--- src/rtl/core/sgi_pkg.sv ---
// Shared widths, codes and stage payload types for the segment intersection pipeline.
// No dependencies; every module in rtl/core imports this package.
package sgi_pkg;

   localparam int CW      = 16;
   localparam int FB      = 16;
   localparam int FIELD_W = 16;
   localparam int OUT_W   = 32;
   localparam int THR_W   = 10;
   localparam int DIFF_W  = CW + 1;
   localparam int PROD_W  = 2 * DIFF_W + 1;
   localparam int PD_W    = CW + PROD_W + 1;
   localparam int ND_W    = PROD_W + DIFF_W;
   localparam int NUM_W   = ND_W + 1;
   localparam int XW      = NUM_W + FB;
   localparam int QB      = CW + 2 + FB;
   localparam int LANES   = 4;

   localparam logic [THR_W-1:0] THR_RESET = THR_W'(1);

   typedef logic signed [CW-1:0]     coord_type;
   typedef logic signed [DIFF_W-1:0] diff_type;
   typedef logic signed [PROD_W-1:0] prod_type;
   typedef logic signed [PD_W-1:0]   pd_type;
   typedef logic signed [ND_W-1:0]   nd_type;
   typedef logic signed [NUM_W-1:0]  num_type;
   typedef logic [PROD_W-1:0]        den_type;
   typedef logic [NUM_W-1:0]         mag_type;
   typedef logic [QB-1:0]            quo_type;

   typedef enum logic [1:0] {
      MEET_NONE  = 2'd0,
      MEET_POINT = 2'd1,
      MEET_SPAN  = 2'd2
   } meet_type;

   typedef struct packed {
      coord_type ax0;
      coord_type ay0;
      coord_type bx0;
      coord_type by0;
      diff_type  ux;
      diff_type  uy;
      diff_type  vx;
      diff_type  vy;
      diff_type  wx;
      diff_type  wy;
      diff_type  ex;
      diff_type  ey;
   } geom_type;

   typedef struct packed {
      geom_type g;
      prod_type d;
      prod_type cuw;
      prod_type cvw;
   } cross_type;

   typedef struct packed {
      meet_type  kind;
      coord_type px;
      coord_type py;
      prod_type  n0;
      prod_type  n1;
      diff_type  dirx;
      diff_type  diry;
      den_type   den;
   } plan_type;

   typedef struct packed {
      meet_type                kind;
      mag_type [LANES-1:0]     mag;
      logic    [LANES-1:0]     neg;
      den_type                 den;
   } numer_type;

endpackage

--- src/rtl/core/sgi_classify.sv ---
// Case split: skew, parallel, point and collinear overlap; picks base point and parameters.
// Depends on sgi_pkg.
module sgi_classify import sgi_pkg::*; (
   input  logic             clock,
   input  logic             reset,
   input  logic [THR_W-1:0] threshold,
   input  logic             in_valid,
   input  cross_type        in_data,
   output logic             out_valid,
   output plan_type         out_data
);

   logic     v_ff;
   plan_type p_ff, p_in;

   always_ff @(posedge clock) begin
      if (reset) begin
         v_ff <= 1'b0;
      end else begin
         v_ff <= in_valid;
      end
   end

   always_ff @(posedge clock) begin
      p_ff <= p_in;
   end

   always_comb begin
      geom_type g;
      prod_type dpos, ns, nt;
      logic     par, upt, vpt;
      diff_type wa, va, cden, cn0, cn1, tmp;
      g    = in_data.g;
      p_in = '0;
      p_in.kind = MEET_NONE;
      p_in.den  = den_type'(1);
      dpos = (in_data.d < 0) ? -in_data.d : in_data.d;
      par  = (in_data.d == '0) || (den_type'(dpos) < den_type'(threshold));
      upt  = (g.ux == '0) && (g.uy == '0);
      vpt  = (g.vx == '0) && (g.vy == '0);
      wa   = '0;
      va   = '0;
      cden = '0;
      cn0  = '0;
      cn1  = '0;
      tmp  = '0;
      ns   = in_data.cvw;
      nt   = in_data.cuw;
      if (par) begin
         if (in_data.cuw != '0 || in_data.cvw != '0) begin
            p_in.kind = MEET_NONE;
         end else if (upt && vpt) begin
            if (g.wx == '0 && g.wy == '0) begin
               p_in.kind = MEET_POINT;
               p_in.px   = g.ax0;
               p_in.py   = g.ay0;
            end
         end else if (upt) begin
            wa = (g.vx == '0) ? g.wy : g.wx;
            va = (g.vx == '0) ? g.vy : g.vx;
            if ((wa >= 0 && wa <= va) || (wa <= 0 && wa >= va)) begin
               p_in.kind = MEET_POINT;
               p_in.px   = g.ax0;
               p_in.py   = g.ay0;
            end
         end else if (vpt) begin
            wa = (g.ux == '0) ? -g.wy : -g.wx;
            va = (g.ux == '0) ? g.uy : g.ux;
            if ((wa >= 0 && wa <= va) || (wa <= 0 && wa >= va)) begin
               p_in.kind = MEET_POINT;
               p_in.px   = g.bx0;
               p_in.py   = g.by0;
            end
         end else begin
            cden = (g.vx != '0) ? g.vx : g.vy;
            cn0  = (g.vx != '0) ? g.wx : g.wy;
            cn1  = (g.vx != '0) ? g.ex : g.ey;
            if (cden < 0) begin
               cden = -cden;
               cn0  = -cn0;
               cn1  = -cn1;
            end
            if (cn0 > cn1) begin
               tmp = cn0;
               cn0 = cn1;
               cn1 = tmp;
            end
            if (!(cn0 > cden || cn1 < 0)) begin
               if (cn0 < 0) begin
                  cn0 = '0;
               end
               if (cn1 > cden) begin
                  cn1 = cden;
               end
               p_in.kind = (cn0 == cn1) ? MEET_POINT : MEET_SPAN;
               p_in.px   = g.bx0;
               p_in.py   = g.by0;
               p_in.n0   = prod_type'(cn0);
               p_in.n1   = prod_type'(cn1);
               p_in.dirx = g.vx;
               p_in.diry = g.vy;
               p_in.den  = den_type'(cden);
            end
         end
      end else begin
         if (in_data.d < 0) begin
            ns = -ns;
            nt = -nt;
         end
         if (ns >= 0 && ns <= dpos && nt >= 0 && nt <= dpos) begin
            p_in.kind = MEET_POINT;
            p_in.px   = g.ax0;
            p_in.py   = g.ay0;
            p_in.n0   = ns;
            p_in.n1   = ns;
            p_in.dirx = g.ux;
            p_in.diry = g.uy;
            p_in.den  = den_type'(dpos);
         end
      end
   end

   assign out_valid = v_ff;
   assign out_data  = p_ff;

endmodule

--- config.mk ---
export PLATFORM = sky130hd
export DESIGN_NAME = sgi_classify
export DESIGN_NICKNAME = d
export VERILOG_FILES = /design/src/rtl/core/sgi_pkg.sv /design/src/rtl/core/sgi_classify.sv
export SDC_FILE = /design/constraint.sdc
export NUM_CORES = 1
export LEC_CHECK = 0
export CAP_MARGIN = 20
export CORE_AREA = 2 2 193 195
export DETAILED_ROUTE_END_ITERATION = 10
export DIE_AREA = 0 0 195 197
export DONT_BUFFER_PORTS = 1
export PLACE_DENSITY = 0.62
export SLEW_MARGIN = 25
export SYNTH_ARGS = -nofsm -noshare
export SYNTH_HDL_FRONTEND = slang
export SYNTH_SLANG_ARGS = --single-unit
--- constraint.sdc ---
create_clock -name clock -period 9.6 [get_ports clock]
set_input_delay 0 -clock clock [delete_from_list [all_inputs] [get_ports clock]]
set_output_delay 0 -clock clock [all_outputs]
set_load 0.02 [all_outputs]
# Word level (Yosys, flattened, before mapping)
# Index checks and enable logic that the tools add are counted.
[classes]
n_reduce_logical = 26
mux = 71
magnitude_cmp = 20
n_addsub = 8
n_eq_ne = 1
[ops]
columns = ["op", "count"]
rows = [
  ["$mux 17", 51],
  ["$mux 139", 3],
  ["$mux 173", 2],
  ["$mux 35", 5],
  ["$mux 172", 1],
  ["$mux 171", 1],
  ["$neg 35->35", 3],
  ["$logic_not 17->1", 6],
  ["$mux 34", 3],
  ["$mux 33", 3],
  ["$neg 17->17", 5],
  ["$ge 35x1->1 const B", 2],
  ["$le 35x35->1", 2],
  ["$reduce_bool 35->1", 2],
  ["$gt 17x17->1", 3],
  ["$lt 17x1->1 const B", 3],
  ["$logic_not 35->1", 1],
  ["$lt 35x1->1 const B", 1],
  ["$lt 35x10->1", 1],
  ["$ge 17x1->1 const B", 2],
  ["$ge 17x17->1", 2],
  ["$le 17x1->1 const B", 2],
  ["$le 17x17->1", 2],
  ["$eq 17x17->1", 1],
  ["4 further kinds", 19],
]
[totals]
in_bits = 318
out_inout_bits = 174
ff_bits = 174
wordCells = 135

# Longest topological paths before layout
# Gate-level depths: netlist (run 1).
[logic_depth]
depth_word = 32
ltp_mapped = 47
mapped_depth_nobuf = 38

# Worst setup path before layout (run 1)
# OpenSTA, ideal clock, no wires.
[synth_path]
path_kind = "in2reg"
startpoint = "in in_data[206] (netlist name)"
endpoint = "reg p_ff (netlist bit out_data[171])"
cell_stages = 41
setup_ns = 0.086
slack_ns = 0.751
required_ns = 9.514
arrival_time_ns = 8.763
path_cell_list = "clkbuf_1 -> inv_1 -> nand2_1 -> buf_2 -> buf_1 -> clkbuf_1 -> clkbuf_1 -> nor2_1 -> a21oi_1 -> ha_1 -> nand2_1 -> or4_1 -> ha_1 -> a21oi_1 -> ha_1 -> and4_1 -> and3_1 -> or2_1 -> [... 5 more ...] -> a21oi_1 -> nor2b_1 -> o21ai_0 -> nand2b_1 -> a21oi_1 -> o21ai_0 -> a21oi_1 -> a21oi_1 -> or4b_1 -> buf_4 -> nand3_2 -> buf_6 -> mux2i_1 -> o221ai_1 -> o22a_1 -> a2111oi_1 -> nand4b_1 -> a221oi_2"
[synth_rtl]
columns = ["element", "line_no", "source"]
rows = [
  ["start: declaration", "sgi_classify.sv:8", "input cross_type in_data,"],
  ["end signal: assignment", "sgi_classify.sv:25", "p_ff <= p_in;"],
  ["end: declaration", "sgi_classify.sv:14", "plan_type p_ff, p_in;"],
]

==> results of run 1 <==
layout by cell type, fill, tap and decap left out, types with 18 or more instances in the layout:
master         Yosys  final
a21o_1            30     30
a21oi_1          114    114
a22o_1            33     33
buf_4              6     25
dfxtp_1          174    174
dlygate4sd3_1      0    217
ha_1             172    172
inv_1            149    149
mux2i_1           51     49
nand2_1          167    166
nand2b_1          40     40
nand3_1           30     30
nand4_1           44     44
nor2_1            96     93
nor2b_1           24     23
nor3_1            33     33
nor4_1            35     33
o21a_1            30     30
o21ai_0          161    161
o21ai_1           27     27
o31ai_1           39     39
o41ai_1           18     18
or3_1             38     38
or4_1             27     27
xnor2_1           89     89
xor2_1            82     82
worst max path at each step:
stage / start / endpoint / slack (ns) / depth (start not counted)
floorplan: in_data[206] / out_data[171] / 0.75 / 41
global placement: in_data[197] / out_data[171] / 0.72 / 33
detailed placement: in_data[197] / out_data[171] / 0.56 / 33
CTS: in_data[197] / out_data[41] / 0.73 / 39
global route: in_data[197] / out_data[170] / 0.05 / 39
finish: in_data[197] / out_data[170] / 0.74 / 36
metrics by stage:
stage	total power, mW	utilization	cells	cell area, µm²
after global placement	1.69	0.433	2342	15700
after CTS	2.48	0.509	2592	18500
after detailed placement	1.70	0.433	2342	15700
after floorplan	1.48	-	1921	15200
after global routing	2.63	0.509	2592	18500
final	2.50	0.509	2593	18500
cell families after synthesis:
group / Yosys count / synth area share
mux: 68 / 0.0461
simple gates: 588 / 0.202
xor+xnor: 171 / 0.0983
fa+ha+maj: 173 / 0.142
other cells: 1 / 0.000246
compound gates: 524 / 0.222
flops: 174 / 0.229
buf+inv: 222 / 0.0607
repair_timing:
| action | in CTS | in global routing |
|---|---|---|
| hold buffers | 218 | 0 |
| endpoints found under the hold margin | 161 | 0 |
| endpoints found under the setup margin | 0 | 65 |
| resized for setup | 0 | 2 |
flip-flops by register name, indices dropped and copies added (netlist names):
register / count
out_valid: 1
out_data: 173
layer usage:
| metal | wire length, µm | part of all wire |
|---|---|---|
| met1 | 26400 | 0.39 |
| met2 | 31100 | 0.46 |
| met3 | 6850 | 0.10 |
| met4 | 2790 | 0.042 |
| met5 | 0 | 0 |
layout make-up:
type	instances	area share
multi-input combinational	1525	0.589
sequential	174	0.189
timing repair buffer	243	0.128
tap	468	0.0317
inverter	150	0.0305
clock buffer	17	0.0230
clock inverter	15	0.00908
antenna	1	0.000135
power by group:
group / switching [mW] / internal, mW / total (mW) / leakage, nW
combinational: 0.570 / 0.412 / 0.982 / 6.34
clock: 0.354 / 0.350 / 0.704 / 0.285
sequential: 0.0597 / 0.755 / 0.814 / 1.41
==> results.toml, run 1 <==
[status]
run_status = "finished, violations left"
violations = "design-rule violations"

[synth]
netlist_instances = 1921
yosys_warnings = 0
synth-edff-count = 0
ys_top_cells_by_area = "dfxtp_1 23%, ha_1 14%, o21ai_0 5.3%"
synth_nets = 2411
syn_avg_cell_area_um2 = 7.93
netlist_top_cells_count = "174 x dfxtp_1, 172 x ha_1, 167 x nand2_1, 161 x o21ai_0, 149 x inv_1"
async_reset_ff_frac = 0
yosys.cell_types.count = 82
yosysMostFrequentCell = "dfxtp_1"
syn_area_um2 = 15200
yosys.area.top_type = "dfxtp_1"
synth-seq-cells = 174
synthFlopType = "dfxtp_1"
yosysTopAreaCellShare = 0.229
yosysSeqAreaShare = 0.229

[worst_hold_path]
worstHoldStart = "in_data[104]"
whs_path_depth = 2
hold_path_class = "in -> reg"
whs_endpoint = "out_data[1]"

[clock_network]
numCtsBuffers = 17
cts.sinks = 174
cts_setup_buffers = 0
clock_path_buffers = 2
cts-root-buf = "clkbuf_16"
clk_transition_reported_paths_ns = 0.08
cts_tree = "built"
cts_max_level = 4

[sta]
tns_ns = 0
rsz0062_at_grt = "false"
post-route-min-period_ns = 8.86
hold_viol = 0
maxSlewViolCount = 0
relSlewSlack = 0.364
worstMarginPinSlew_ns = 0.947
setup_violations = 0
timing.hold.ws_ns = 0.0312
setup_ws_ns = 0.736
final.period_utilization = 0.923
fmax_ghz = 0.113

[worst_setup_path]
crit_family = "simple AND/OR/NAND/NOR gates"
crit_path_start_kind = "input pin"
required_ns = 9.99
setup.worst_path.class = "in -> reg"
critPathSlowestCell = "dlygate4sd3_1"
critPathBufInv = 4
crit_path_end_kind = "flip-flop"
slowest_delay_ns = 0.59
arrival_ns = 9.25
crit_fanout = 32

[floorplanning]
boundaryPins = 492
core_um2 = 36300
dieArea_um2 = 38400
rows = 70
initial_core_util = 0.420
die_w_um = 195
die_h_um = 197

[placement]
pre_cts_slack_ns = 0.557
port_buffers = 0
hpwl_mm = 51.1
place.gp.congestion = 0.959

[global_routing]
grt_pass1_vias = 15800
grt_use_met3 = 0.0866
met1_usage = 0.409
grt_pass1_wl_mm = 97.9
top_usage_layer = "met2"
antenna_found_initial = 0
grt_max_degree = 81
grt_use_met2 = 0.560
grt-ovfl-total = 0
grt.total_usage = 0.334

[detailed_routing]
drtIter0Drc = 1429
drc = 2
finalWirelength_mm = 67.2
via_per_inst = 6.21
vias = 16100
post_drt_wl_per_cell_um = 25.9
final_antenna_net_count = 0
dr.pass1.iters = 10

[layout]
nets = 2601
syn_to_final_growth_pct = 21.2
multiInputGateArea_um2 = 10900
ff_latch_area_um2 = 3480
drive_gt1_frac = 0.0617
fill_cells = 3472

[job]
maxCapViolCount = 0

[pwr]
p_leak_nw = 8.03
powerDensity_nw_per_um2 = 135
ir_drop_v = 0.000133
No activity file was read; power rests on OpenSTA's default activity.
==> inputs of run 2 (changes only) <==
- CTS_BUF_LIST: default -> sky130_fd_sc_hd__clkbuf_4
==> run 2 against run 1 <==
Effect of this change:
- the flow now finishes without violations
- largest power group unchanged
- fmax grew 0.20%
- utilization grew 1.9 points
- non-clock buffer count grew 96
- critical endpoint is now out_data[44]
==> results.toml, run 2 (synthesized netlist as in run 1, its figures left out) <==
[clock_network]
numCtsBuffers = 17
cts-root-buf = "clkbuf_4"
cts_setup_buffers = 0
cts.sinks = 174
clock_path_buffers = 2
clk_transition_reported_paths_ns = 0.21
cts_tree = "built"
cts_max_level = 4

[placement]
hpwl_mm = 51.1
dp.cells = 2342
port_buffers = 0
place.gp.congestion = 0.959

[pwr]
seqPwrFrac = 0.354
switching_share = 0.428
pwr-share-clk = 0.197
ir_drop_v = 0.0000686
powerDensity_nw_per_um2 = 120
p_switching_uw = 987
combPwrFrac = 0.449
p_leak_nw = 8.28
p_int_mw = 1.32

[layout]
final_cells = 2693
largest_register_ffs = 173
nets = 2697
syn_to_final_growth_pct = 25.8
mostFrequentLayoutCells = "313 x dlygate4sd3_1, 174 x dfxtp_1, 172 x ha_1"
drive_gt1_frac = 0.0599
layout_commonest_cell = "dlygate4sd3_1"

[detailed_routing]
drtIter0Drc = 1552
via_per_inst = 6.27
post_drt_wl_per_cell_um = 26.3
finalWirelength_mm = 70.9
vias = 16900
drc = 0
final_antenna_net_count = 0
dr.pass1.iters = 10

[worst_hold_path]
hold_path_class = "in -> reg"

[worst_setup_path]
cpMostUsedCell = "a21oi_1"
crit_path_start_kind = "input pin"
slowest_delay_ns = 0.62
setup.worst_path.class = "in -> reg"
critPathSlowestCell = "dlygate4sd3_1"
arrival_ns = 9.48
required_ns = 10.24
crit_fanout = 35
crit_path_end_kind = "flip-flop"

[global_routing]
antenna_found_initial = 4
grt_max_degree = 75
grt.total_usage = 0.354
grt_pass1_wl_mm = 104
grt-ovfl-total = 0
grt_pass1_vias = 16900

[floorplanning]
dieArea_um2 = 38400
core_um2 = 36300
die_h_um = 197
rows = 70
die_w_um = 195
boundaryPins = 492
initial_core_util = 0.420

[sta]
relSlewSlack = 0.371
tns_ns = 0
post-route-min-period_ns = 8.85
fmax_ghz = 0.113
maxSlewViolCount = 0
setup_violations = 0
worstMarginPinSlew_ns = 0.937
hold_viol = 0
final.period_utilization = 0.921
rsz0062_at_grt = "false"

[status]
run_status = "finished, final reports clean"

[job]
maxCapViolCount = 0
-- run 2: through the flow --
stage / util / setup WS [ns] / hold WS [ns] / area, µm² / total power, mW
CTS: 0.528 / 0.505 / 0.00529 / 19100 / 2.26
global route: 0.529 / 0.106 / 0.0363 / 19200 / 2.42
global placement: 0.433 / 0.723 / 0.0719 / 15700 / 1.69
detailed placement: 0.433 / 0.557 / 0.0734 / 15700 / 1.70
floorplan: - / 0.751 / 0.0716 / 15200 / 1.48
finish: 0.529 / 0.754 / 0.0389 / 19200 / 2.31
-- run 2: layout make-up --
type | instances | area (µm²)
Clock inverter | 15 | 168
Timing Repair Buffer | 339 | 3340
Fill cell | 3366 | 17100
Sequential cell | 174 | 3480
Inverter | 150 | 563
Multi-Input combinational cell | 1525 | 10900
Antenna cell | 5 | 12.5
Clock buffer | 17 | 128
Tap cell | 468 | 586
-- run 2: power by group through the flow --
| stage | Sequential (mW) | Combinational, mW | Clock (mW) |
|---|---|---|---|
| after floorplan | 0.822 | 0.655 | 0 |
| after global placement | 0.831 | 0.856 | 0 |
| after detailed placement | 0.831 | 0.872 | 0 |
| after CTS | 0.815 | 1.00 | 0.446 |
| after global routing | 0.818 | 1.13 | 0.479 |
| final | 0.817 | 1.04 | 0.453 |
-- run 2: worst max-delay path, delay by kind of cell --
family	cells	cell delay [ns]
AO/OA/AOI/OAI	15	2.90
AND/OR/NAND/NOR	13	3.04
multiplexers	1	0.34
buffers and inverters	6	1.94
adder cells (fa/ha/maj)	3	0.89
XOR/XNOR	1	0.30
-- run 2: final timing paths --
check	start	endpoint	slack, ns	cells past startpoint
worst max-delay path	in_data[197]	out_data[44]	0.75	39
worst min-delay path	in_data[91]	out_data[22]	0.04	4
-- run 2: what timing repair did --
item | in CTS | in global routing
gates resized for setup | 0 | 6
hold buffers | 314 | 0
endpoints found under the setup margin | 0 | 8
hold endpoints to repair | 170 | 0
-- run 2: metal layers --
metal | vias up | global-route usage | wire length (µm)
li1 | 7506 | - | -
met1 | 7910 | 0.414 | 26600
met2 | 1156 | 0.580 | 32400
met3 | 301 | 0.108 | 7960
met4 | 2 | 0.197 | 4020
met5 | - | 0 | 13
==> inputs of run 3 (changes only) <==
==> constraint.sdc (replaced) <==
create_clock -name clock -period 8.2 [get_ports clock]
set_input_delay 0 -clock clock [delete_from_list [all_inputs] [get_ports clock]]
set_output_delay 0 -clock clock [all_outputs]
set_load 0.05 [all_outputs]
==> run 3 against run 2 <==
Effect of this change:
- global-route usage up 0.61 points
- first-iteration DRC count down 3.0%
- routed wire length up 1.3%
- combinational power up 34%
- critical path depth down 1
- non-clock buffer count up 119
- sequential power up 27%
==> results.toml, run 3 (synthesized netlist as in run 1, its figures left out) <==
[status]
run_status = "finished, final reports clean"

[worst_setup_path]
crit_family = "simple AND/OR/NAND/NOR gates"
arrival_ns = 8.49
crit_path_end_kind = "flip-flop"
setup.worst_path.class = "in -> reg"
critPathBufInv = 8
slowest_delay_ns = 0.66
crit_fanout = 34
cpMostUsedCell = "buf_4"
required_ns = 8.84
critPathSlowestCell = "dlygate4sd3_1"
crit_path_start_kind = "input pin"

[clock_network]
numCtsBuffers = 17
cts.sinks = 174
cts_tree = "built"
cts_max_level = 4
clk_transition_reported_paths_ns = 0.21
cts-root-buf = "clkbuf_4"
clock_path_buffers = 2

[sta]
rsz0062_at_grt = "false"
fmax_ghz = 0.127
maxSlewViolCount = 0
worstMarginPinSlew_ns = 1.04
setup_violations = 0
relSlewSlack = 0.304
final.period_utilization = 0.957
hold_viol = 0
setup_ws_ns = 0.353
post-route-min-period_ns = 7.85

[job]
maxCapViolCount = 0

[floorplanning]
die_h_um = 197
core_um2 = 36300
dieArea_um2 = 38400
initial_core_util = 0.420
boundaryPins = 492
rows = 70
die_w_um = 195

[layout]
stdcell_area_um2 = 20200
nets = 2816
largest_register_ffs = 173
syn_to_final_growth_pct = 32.6
ff_latch_area_um2 = 3480
layout_commonest_cell = "dlygate4sd3_1"
drive_gt1_frac = 0.105
mostFrequentLayoutCells = "318 x dlygate4sd3_1, 174 x dfxtp_1, 172 x ha_1"
multiInputGateArea_um2 = 10900
fill_cells = 3237

[pwr]
p_leak_nw = 8.91
ir_drop_v = 0.000111
powerDensity_nw_per_um2 = 149

[global_routing]
grt-ovfl-total = 0
grt.total_usage = 0.360
grt_max_degree = 95
grt_pass1_vias = 17400
antenna_found_initial = 2
grt_pass1_wl_mm = 105

[worst_hold_path]
whs_path_depth = 3
worstHoldStart = "in_data[236]"
whs_endpoint = "out_data[64]"
hold_path_class = "in -> reg"

[placement]
placed_area_um2 = 16700
pre_cts_slack_ns = -0.0379
port_buffers = 0
hpwl_mm = 53.4
place.gp.congestion = 1.01

[detailed_routing]
post_drt_wl_per_cell_um = 25.6
vias = 17400
drtIter0Drc = 1506
dr.pass1.iters = 6
drc = 0
finalWirelength_mm = 71.9
via_per_inst = 6.19
final_antenna_net_count = 0
## run 3: changes by cell type in the layout (fill, tap and decap cells not counted), sizes merged
cell / previous run / this run
buf: 26 / 140
inv: 157 / 159
clkinv: 6 / 5
bufinv: 0 / 1
clkinvlp: 2 / 0
diode: 5 / 2
dlygate4sd3: 313 / 318
## run 3: metrics by stage
| stage | std cells | util | total power [mW] | setup TNS, ns | hold slack [ns] |
|---|---|---|---|---|---|
| after floorplan | 1921 | - | 1.82 | 0 | 0.0716 |
| final | 2809 | 0.557 | 3.01 | 0 | 0.0319 |
| after detailed placement | 2456 | 0.459 | 2.26 | -0.0379 | 0.0739 |
| after global placement | 2456 | 0.459 | 2.24 | 0 | 0.0721 |
| after CTS | 2807 | 0.557 | 2.97 | 0 | 0.0000235 |
| after global routing | 2808 | 0.557 | 3.16 | 0 | 0.0341 |
## run 3: repair_timing
item | in CTS | in global routing
buffers inserted | 0 | 0
hold buffers | 319 | 0
resized for setup | 0 | 3
endpoints found under the hold margin | 171 | 0
endpoints found under the setup margin | 0 | 63
## run 3: final cells by class
type,count,share of cell area
Antenna cell,2,0.000248
Timing Repair Buffer,458,0.216
Clock inverter,15,0.0102
Multi-Input combinational cell,1525,0.538
Clock buffer,17,0.00631
Tap cell,468,0.0290
Inverter,150,0.0279
Sequential cell,174,0.172
## run 3: worst max-delay path by stage
stage,start,endpoint,slack [ns],cells past startpoint
6_report,in_data[197],out_data[50],0.35,38
5_1_grt,in_data[197],out_data[36],0.03,42
4_1_cts,in_data[197],out_data[158],0.40,38
3_5_place_dp,in_data[197],out_data[171],-0.04,33
3_3_place_gp,in_data[197],out_data[171],0.07,33
2_1_floorplan,in_data[190],out_data[171],0.02,40
## run 3: power breakdown
| group | total, mW | leakage, nW | switching (mW) | internal, mW |
|---|---|---|---|---|
| Sequential | 1.04 | 1.41 | 0.158 | 0.885 |
| Clock | 0.579 | 0.177 | 0.400 | 0.179 |
| Combinational | 1.39 | 7.32 | 0.733 | 0.657 |
| Total | 3.01 | 8.91 | 1.29 | 1.72 |
## run 3: per-layer routing
metal | vias up | share of wire | routed length, µm | GRT usage
met5 | - | 0 | 0 | 0
met4 | 0 | 0.060 | 4340 | 0.215
met3 | 300 | 0.11 | 7750 | 0.106
met2 | 1131 | 0.46 | 33000 | 0.591
met1 | 8185 | 0.37 | 26800 | 0.417
li1 | 7766 | - | - | -
## run 3: worst min-delay path, cell delays in order
cell,delay [ns]
dlygate4sd3_1,0.55
inv_1,0.06
o21ai_0,0.08
